--- src/rtl/ate_pkg.sv ---
`default_nettype none
// ----------------------------------------------------------------------------
// ate_pkg
// Operation and status codes and field widths for the array table engine.
// ----------------------------------------------------------------------------
package ate_pkg;

	localparam int OP_W    = 3;
	localparam int WORD_W  = 32;
	localparam int IDX_W   = 7;
	localparam int STAT_W  = 2;
	localparam int FOUND_W = 6;
	localparam int FILL_W  = 7;

	typedef enum logic [OP_W-1:0] {
		OP_CLEAR  = 3'd0,
		OP_APPEND = 3'd1,
		OP_INSERT = 3'd2,
		OP_DELETE = 3'd3,
		OP_SORT   = 3'd4,
		OP_SEARCH = 3'd5,
		OP_READ   = 3'd6,
		OP_NONE   = 3'd7
	} op_t;

	typedef enum logic [STAT_W-1:0] {
		ST_OK      = 2'd0,
		ST_FULL    = 2'd1,
		ST_RANGE   = 2'd2,
		ST_MISSING = 2'd3
	} status_t;

endpackage : ate_pkg
`default_nettype wire

--- src/rtl/array_table_engine_top.sv ---
`default_nettype none
// ----------------------------------------------------------------------------
// array_table_engine_top
// Packed table of signed 32-bit words with clear, append, insert, delete,
// exchange sort, search and read.
// ----------------------------------------------------------------------------
// One word in gives one word out, carrying a status and the fill count after
// the operation. All table traffic goes through a single-port-write,
// registered-read memory, and one comparator serves both search and sort, so
// an operation proceeds one memory move or compare at a time, each a read
// state followed by a write or compare state. A new word is taken only while
// the sequencer is idle; a finished result waits in the output register
// without holding off the next input word.
// ----------------------------------------------------------------------------
module array_table_engine_top
	import ate_pkg::*;
#(
	parameter int DEPTH = 64
) (
	input  wire logic        clk,
	input  wire logic        arst_n,
	input  wire logic        s_axis_tvalid,
	output logic             s_axis_tready,
	input  wire logic [39:0] s_axis_tdata,   // data_value[31:0], slot_index[38:32]
	input  wire logic [2:0]  s_axis_tuser,   // operation[2:0]
	output logic             m_axis_tvalid,
	input  wire logic        m_axis_tready,
	output logic [47:0]      m_axis_tdata,   // read_value[31:0], found_index[37:32],
	                                         // fill_count[44:38]
	output logic [1:0]       m_axis_tuser    // status[1:0]
);

	localparam int AW   = (DEPTH > 1) ? $clog2(DEPTH) : 1;
	localparam int IW   = $clog2(DEPTH + 1);
	localparam int CMPW = (IW > IDX_W) ? IW : IDX_W;

	typedef enum logic [15:0] {
		S_IDLE     = 16'b0000_0000_0000_0001,
		S_DONE     = 16'b0000_0000_0000_0010,
		S_INS_RD   = 16'b0000_0000_0000_0100,
		S_INS_WR   = 16'b0000_0000_0000_1000,
		S_INS_PUT  = 16'b0000_0000_0001_0000,
		S_DEL_RD   = 16'b0000_0000_0010_0000,
		S_DEL_WR   = 16'b0000_0000_0100_0000,
		S_SRCH_RD  = 16'b0000_0000_1000_0000,
		S_SRCH_CMP = 16'b0000_0001_0000_0000,
		S_READ_RD  = 16'b0000_0010_0000_0000,
		S_READ_GET = 16'b0000_0100_0000_0000,
		S_SORT_RDP = 16'b0000_1000_0000_0000,
		S_SORT_LDP = 16'b0001_0000_0000_0000,
		S_SORT_RDQ = 16'b0010_0000_0000_0000,
		S_SORT_CMP = 16'b0100_0000_0000_0000,
		S_SORT_WRP = 16'b1000_0000_0000_0000
	} state_t;

	state_t              st_q;
	logic [IW-1:0]       count_q;
	logic [IW-1:0]       k_q;      // walk index (insert, delete, search, read, sort inner)
	logic [IW-1:0]       p_q;      // sort outer index
	logic [IW-1:0]       idx_q;
	logic [WORD_W-1:0]   a_q;      // comparator operand: key, insert value or sort pivot
	status_t             res_status_q;
	logic [WORD_W-1:0]   res_rd_q;
	logic [FOUND_W-1:0]  res_found_q;
	logic                out_valid_q;
	status_t             out_status_q;
	logic [WORD_W-1:0]   out_rd_q;
	logic [FOUND_W-1:0]  out_found_q;
	logic [FILL_W-1:0]   out_fill_q;

	logic [WORD_W-1:0]   mem [DEPTH];
	logic [WORD_W-1:0]   rdata_q;
	logic                we;
	logic [AW-1:0]       waddr;
	logic [WORD_W-1:0]   wdata;
	logic [AW-1:0]       raddr;

	op_t                 in_op;
	logic [WORD_W-1:0]   in_val;
	logic [IDX_W-1:0]    in_idx;
	logic [IW-1:0]       in_idx_k;
	logic [CMPW-1:0]     idx_ext;
	logic [CMPW-1:0]     cnt_ext;
	logic                acc;
	logic                full;
	logic                cmp_gt;
	logic                cmp_eq;
	logic                out_load;

	assign in_op    = op_t'(s_axis_tuser);
	assign in_val   = s_axis_tdata[31:0];
	assign in_idx   = s_axis_tdata[38:32];
	assign in_idx_k = IW'(in_idx);
	assign idx_ext  = CMPW'(in_idx);
	assign cnt_ext  = CMPW'(count_q);
	assign full     = (count_q == IW'(DEPTH));

	assign s_axis_tready = (st_q == S_IDLE);
	assign acc           = s_axis_tvalid && s_axis_tready;

	// shared compare unit
	assign cmp_gt = ($signed(a_q) > $signed(rdata_q));
	assign cmp_eq = (a_q == rdata_q);

	assign out_load = (st_q == S_DONE) && (!out_valid_q || m_axis_tready);

	// memory port control
	always_comb begin
		we    = 1'b0;
		waddr = count_q[AW-1:0];
		wdata = rdata_q;
		raddr = k_q[AW-1:0];
		case (st_q)
			S_IDLE: begin
				wdata = in_val;
				if (acc && !full && ((in_op == OP_APPEND) ||
				    ((in_op == OP_INSERT) && (idx_ext == cnt_ext))))
					we = 1'b1;
			end
			S_INS_RD: begin
				raddr = AW'(k_q - 1'b1);
			end
			S_INS_WR: begin
				we    = 1'b1;
				waddr = k_q[AW-1:0];
			end
			S_INS_PUT: begin
				we    = 1'b1;
				waddr = idx_q[AW-1:0];
				wdata = a_q;
			end
			S_DEL_RD: begin
				raddr = AW'(k_q + 1'b1);
			end
			S_DEL_WR: begin
				we    = 1'b1;
				waddr = k_q[AW-1:0];
			end
			S_SORT_RDP: begin
				raddr = p_q[AW-1:0];
			end
			S_SORT_CMP: begin
				we    = cmp_gt;
				waddr = k_q[AW-1:0];
				wdata = a_q;
			end
			S_SORT_WRP: begin
				we    = 1'b1;
				waddr = p_q[AW-1:0];
				wdata = a_q;
			end
			default: begin
			end
		endcase
	end

	always_ff @(posedge clk) begin
		if (we)
			mem[waddr] <= wdata;
		rdata_q <= mem[raddr];
	end

	always_ff @(posedge clk or negedge arst_n) begin
		if (!arst_n) begin
			st_q         <= S_IDLE;
			count_q      <= '0;
			k_q          <= '0;
			p_q          <= '0;
			idx_q        <= '0;
			a_q          <= '0;
			res_status_q <= ST_OK;
			res_rd_q     <= '0;
			res_found_q  <= '0;
			out_valid_q  <= 1'b0;
			out_status_q <= ST_OK;
			out_rd_q     <= '0;
			out_found_q  <= '0;
			out_fill_q   <= '0;
		end else begin
			if (out_load) begin
				out_valid_q  <= 1'b1;
				out_status_q <= res_status_q;
				out_rd_q     <= res_rd_q;
				out_found_q  <= res_found_q;
				out_fill_q   <= FILL_W'(count_q);
			end else if (m_axis_tready) begin
				out_valid_q <= 1'b0;
			end

			case (st_q)
				S_IDLE: begin
					if (acc) begin
						res_status_q <= ST_OK;
						res_rd_q     <= '0;
						res_found_q  <= '0;
						a_q          <= in_val;
						idx_q        <= in_idx_k;
						st_q         <= S_DONE;
						case (in_op)
							OP_CLEAR: begin
								count_q <= '0;
							end
							OP_APPEND: begin
								if (full)
									res_status_q <= ST_FULL;
								else
									count_q <= count_q + 1'b1;
							end
							OP_INSERT: begin
								if (full) begin
									res_status_q <= ST_FULL;
								end else if (idx_ext > cnt_ext) begin
									res_status_q <= ST_RANGE;
								end else if (idx_ext == cnt_ext) begin
									count_q <= count_q + 1'b1;
								end else begin
									k_q  <= count_q;
									st_q <= S_INS_RD;
								end
							end
							OP_DELETE: begin
								if (idx_ext >= cnt_ext) begin
									res_status_q <= ST_RANGE;
								end else begin
									k_q <= in_idx_k;
									if (IW'(in_idx_k + 1'b1) >= count_q)
										count_q <= count_q - 1'b1;
									else
										st_q <= S_DEL_RD;
								end
							end
							OP_SORT: begin
								p_q <= '0;
								if (count_q > IW'(1))
									st_q <= S_SORT_RDP;
							end
							OP_SEARCH: begin
								res_status_q <= ST_MISSING;
								k_q          <= '0;
								if (count_q != '0)
									st_q <= S_SRCH_RD;
							end
							OP_READ: begin
								if (idx_ext >= cnt_ext) begin
									res_status_q <= ST_RANGE;
								end else begin
									k_q  <= in_idx_k;
									st_q <= S_READ_RD;
								end
							end
							default: begin
							end
						endcase
					end
				end
				S_DONE: begin
					if (out_load)
						st_q <= S_IDLE;
				end
				S_INS_RD: begin
					st_q <= S_INS_WR;
				end
				S_INS_WR: begin
					k_q <= k_q - 1'b1;
					if (IW'(k_q - 1'b1) == idx_q)
						st_q <= S_INS_PUT;
					else
						st_q <= S_INS_RD;
				end
				S_INS_PUT: begin
					count_q <= count_q + 1'b1;
					st_q    <= S_DONE;
				end
				S_DEL_RD: begin
					st_q <= S_DEL_WR;
				end
				S_DEL_WR: begin
					k_q <= k_q + 1'b1;
					if (IW'(k_q + 2'd2) < count_q) begin
						st_q <= S_DEL_RD;
					end else begin
						count_q <= count_q - 1'b1;
						st_q    <= S_DONE;
					end
				end
				S_SRCH_RD: begin
					st_q <= S_SRCH_CMP;
				end
				S_SRCH_CMP: begin
					if (cmp_eq) begin
						res_status_q <= ST_OK;
						res_found_q  <= FOUND_W'(k_q);
						st_q         <= S_DONE;
					end else begin
						k_q <= k_q + 1'b1;
						if (IW'(k_q + 1'b1) < count_q)
							st_q <= S_SRCH_RD;
						else
							st_q <= S_DONE;
					end
				end
				S_READ_RD: begin
					st_q <= S_READ_GET;
				end
				S_READ_GET: begin
					res_rd_q <= rdata_q;
					st_q     <= S_DONE;
				end
				S_SORT_RDP: begin
					st_q <= S_SORT_LDP;
				end
				S_SORT_LDP: begin
					a_q  <= rdata_q;
					k_q  <= IW'(p_q + 1'b1);
					st_q <= S_SORT_RDQ;
				end
				S_SORT_RDQ: begin
					st_q <= S_SORT_CMP;
				end
				S_SORT_CMP: begin
					// pivot word for slot p lives in a_q until the inner pass ends
					if (cmp_gt)
						a_q <= rdata_q;
					k_q <= k_q + 1'b1;
					if (IW'(k_q + 1'b1) < count_q)
						st_q <= S_SORT_RDQ;
					else
						st_q <= S_SORT_WRP;
				end
				S_SORT_WRP: begin
					p_q <= p_q + 1'b1;
					if (IW'(p_q + 2'd2) < count_q)
						st_q <= S_SORT_RDP;
					else
						st_q <= S_DONE;
				end
				default: begin
					st_q <= S_IDLE;
				end
			endcase
		end
	end

	assign m_axis_tvalid = out_valid_q;
	assign m_axis_tdata  = {3'b000, out_fill_q, out_found_q, out_rd_q};
	assign m_axis_tuser  = out_status_q;

	a_count_bound: assert property (@(posedge clk) disable iff (!arst_n)
		count_q <= IW'(DEPTH))
		else $error("fill count above depth");

	a_count_step: assert property (@(posedge clk) disable iff (!arst_n)
		1'b1 |=> (count_q == $past(count_q) || count_q == $past(count_q) + 1'b1 ||
		          count_q == $past(count_q) - 1'b1 || count_q == '0))
		else $error("fill count moved by more than one");

	a_clear: assert property (@(posedge clk) disable iff (!arst_n)
		(acc && in_op == OP_CLEAR) |=> (count_q == '0))
		else $error("clear left entries");

	a_write_window: assert property (@(posedge clk) disable iff (!arst_n)
		we |-> (IW'(waddr) <= count_q))
		else $error("write beyond fill count");

	a_result_once: assert property (@(posedge clk) disable iff (!arst_n)
		out_load |=> (st_q == S_IDLE))
		else $error("result loaded without return to idle");

endmodule : array_table_engine_top
`default_nettype wire

--- config.mk ---
export PLATFORM = sky130hd
export DESIGN_NAME = array_table_engine_top
export DESIGN_NICKNAME = d
export VERILOG_FILES = /design/src/rtl/ate_pkg.sv /design/src/rtl/array_table_engine_top.sv
export SDC_FILE = /design/constraint.sdc
export NUM_CORES = 2
export LEC_CHECK = 0
export ABC_CLOCK_PERIOD_IN_PS = 6900
export BUFFER_PORTS_ARGS = -buffer_cell sky130_fd_sc_hd__buf_4
export CAP_MARGIN = 10
export CORE_ASPECT_RATIO = 2
export CORE_MARGIN = 5
export CORE_UTILIZATION = 55
export DETAILED_ROUTE_END_ITERATION = 8
export GPL_TIMING_DRIVEN = 0
export PLACE_DENSITY_LB_ADDON = 0.3
export SYNTH_ARGS = -nofsm -noshare
export SYNTH_HDL_FRONTEND = slang
export SYNTH_SLANG_ARGS = --single-unit
--- constraint.sdc ---
create_clock -name clk -period 6.9 [get_ports clk]
set_input_delay 1.035 -clock clk [delete_from_list [all_inputs] [get_ports clk]]
set_output_delay 1.035 -clock clk [all_outputs]
set_load 0.01 [all_outputs]
==> impl_metrics.ini <==
[outcome]
status = finished, violations left
violations = design-rule violations, negative setup slack

[worst_setup_path]
path_class = reg2reg
cp_slowest_stage_delay_ps = 1030
crit_slowest_cell = nor2_1
start_kind = flop
cp_data_required_time_ps = 7460
worstSetupEndpointType = flop
worstPathCellList = clkbuf_1 -> inv_1 -> ha_1 -> a21boi_0 -> nand2_1 -> xnor2_1 -> a22oi_1 -> nand2_1 -> nor2_1 -> clkbuf_1 -> a32oi_1 -> and3_1 -> a31oi_1 -> nand4b_1
crit_arrival_ps = 7550
crit_fanout = 10

[clock_tree]
cts_max_level = 4
post_cts_resize_count = 0
cts_inserted_buffers = 192
cts_tree = built
path_clk_slew_ps = 70
cts.sinks = 2244
ctsHoldBuffers = 0
worstSkewPairLatency_ps = 890
cts_buffer_depth = 4
root_buffer = clkbuf_16
post_cts.repair.setup_buffers = 0

[final_layout]
synthToLayoutAreaGrowth_pct = 14.0
layout-drive-gt1-share_pct = 13.7
fin_util_pct = 62.9
nNetsFinal = 7595
multiInputGateArea_um2 = 23700
fill_cells = 12137
regArea_um2 = 66200

[route]
drtPass1Iterations = 9
drtIter0Drc = 9680
via_count = 65954
drc = 22
wl_per_cell_um = 36.9
final_antenna_net_count = 0
vias_per_cell = 6.72
routed_wl_um = 362000

[synthesis]
synth_cell_type_count = 83
synth_cells = 7027
syn_area_per_cell_um2 = 13.1
synthAdderAreaFrac_pct = 1.04
synth_flop_cell = edfxtp_1
synth.yosys.seq_area_share_pct = 72.2
synth_top_family_by_area = simple AND/OR/NAND/NOR gates
synth_xor_area_share_pct = 0.363
synth-compound-area-share_pct = 5.24
synth.top_cell.area_share_pct = 67.0
yosys-mux-area-fraction_pct = 2.68
synth_seq_cells = 2244
syn_area_um2 = 91800
synth_top_area_cell = edfxtp_1
synthArstFlopShare_pct = 7.31
ys_warn_count = 0
yosys.area_share.simple_pct = 15.8
synth_area_leaders = edfxtp_1 (67%), nand2_1 (7.7%), dfrtp_1 (4.4%)
synth-edff-count = 2048

[power]
power_mw = 57.8
power_density_nw_per_um2 = 552
irDropWorstVdd_mv = 0.380
leakagePower_nw = 37.1

[place]
post-dp-hpwl_um = 258000
io_buffers = 93
routabilityCongestion = 1.02

[timing]
max_freq_ghz = 0.143
min_period_ps = 6990
fin_skew_ps = 63.2
slew_violations = 0
fin_ws_ps = -94.6
timing.final.crit_share_pct = 101
setup_violations = 1
rsz0062_at_grt = no
relSlewSlack_pct = 3.39
hold_viol_final = 0
worstMarginPinSlew_ps = 1450

[global_routing]
grt_max_degree = 108
antenna_found_initial = 33
first_global_vias = 64216
grt_pass1_wl_um = 493000
overflow = 0
track_usage_pct = 40.7

[min_path]
min_path_type = in2async

[floorplanning]
die_area_um2 = 176000
core_area_um2 = 166000
die_h_um = 588
die_w_um = 299
io_pins = 99
start_util_pct = 55.2
num_rows = 212

[flow_run]
maxCapViolCount = 0
==> sequential cells by signal (all words and copies together) (netlist names), 6 cells and up <==
signal and count:
out_found_q 6, idx_q 7, res_found_q 6, mem 2048, res_rd_q 32, cnt_ext 7
k_q 7, st_q 16, p_q 7, a_q 32, out_fill_q 7, rdata_q 32
out_rd_q 32
==> worst paths after layout <==
check / start / slack, ps / depth (start not counted) / end
max: k_q[2]$_DFFE_PN0P_ / -90 / 14 / rdata_q[28]$_DFF_P_
min: arst_n / 90 / 1 / res_rd_q[7]$_DFFE_PN0P_
max reg2reg: k_q[2]$_DFFE_PN0P_ / -90 / 14 / rdata_q[28]$_DFF_P_
min reg2reg: res_found_q[4]$_DFFE_PN0P_ / 490 / 2 / res_found_q[4]$_DFFE_PN0P_
max in group asynchronous: arst_n / 5790 / 2 / k_q[4]$_DFFE_PN0P_
min in group clk: m_axis_tready / 460 / 3 / m_axis_tvalid$_DFFE_PN0P_
==> stage by stage <==
stage / hold WS (ps) / TNS [ps] / cells / setup WS [ps] / area, um2
floorplan: 442 / 0 / 7029 / 1360 / 91800
global placement: 464 / -2297490 / 9262 / -2710 / 95200
detailed placement: 476 / 0 / 9409 / 5.54 / 98200
CTS: 118 / 0 / 9754 / 34.8 / 104000
global route: 124 / 0 / 9777 / 93.3 / 105000
finish: 88.9 / -94.6 / 9811 / -94.6 / 105000
==> cell usage in the layout (no fill, tap or decap), types with 17 or more instances in the layout <==
cell type     n
mux2i_1     112
buf_4       156
buf_12       60
a22oi_1      36
clkbuf_1    189
a21o_1       24
a21oi_1      99
and3_1      132
nor2_4       49
buf_2       183
diode_2      48
clkinv_2     36
inv_1        51
nand3_1     803
o21ai_0     101
dfrtp_1     163
nand4_1     171
nor3_2       19
ha_1         76
bufinv_16    18
a311oi_1     45
dfxtp_1      32
nand2_1    1863
o211ai_1     18
nor2_1       73
nor4_1       17
nand2_4      19
clkinv_1     35
a31oi_1      98
buf_1        29
a32oi_1     109
mux2_2      119
buf_6        77
clkbuf_16   198
edfxtp_1   2048
o22ai_1      29
xnor2_1      26
==> synthesized netlist by cell type, drive strengths merged, types with 112 or more instances <==
cell	n
edfxtp	2048
nand2	1898
buf	286
nand3	803
nand4	171
clkbuf	162
mux2	119
nor2	126
dfrtp	163
mux2i	112
and3	132
==> area by class of cell <==
type                            instances  area share [%]
Timing Repair Buffer                  249            3.04
Clock inverter                        102           0.924
Inverter                               53           0.190
Antenna cell                           48           0.115
Sequential cell                      2244            63.3
Buffer                                448            2.22
Tap cell                             2140            2.56
Clock buffer                          243            4.98
Multi-Input combinational cell       4284            22.7
==> routing by layer <==
| metal | vias to the layer above | part of all wire [%] | GRT usage (%) |
|---|---|---|---|
| li1 | 26974 | - | - |
| met1 | 32014 | 27 | 38.9 |
| met2 | 5089 | 48 | 67.0 |
| met3 | 1867 | 11 | 12.2 |
| met4 | 10 | 14 | 42.4 |
| met5 | - | 0.017 | 0.0547 |
==> cells by family (layout without fill, tap and decap cells) <==
family / after synthesis / in the layout
simple gates: 3259 / 3259
flops: 2244 / 2244
compound gates: 677 / 677
buf+inv: 501 / 1095
mux: 231 / 231
fa+ha+maj: 76 / 76
xor+xnor: 38 / 38
other cells: 1 / 51
==> worst max-delay path, delay by kind of cell (launching register included) <==
family,cells,cell delay [ps]
and+or+nand+nor,5,2480
adders and majority gates,1,240
xor gates and xnor gates,1,270
DFF,1,380
buffers and inverters,3,1420
AOI/OAI and AO/OA,4,1820
==> power breakdown <==
| group | switching (mW) | internal, mW | leakage (nW) | total [mW] |
|---|---|---|---|---|
| clock | 5.00 | 6.02 | 3.03 | 11.0 |
| combinational | 21.7 | 6.52 | 13.1 | 28.2 |
| sequential | 0.371 | 18.2 | 20.9 | 18.5 |
(Power assumes the default switching activity.)
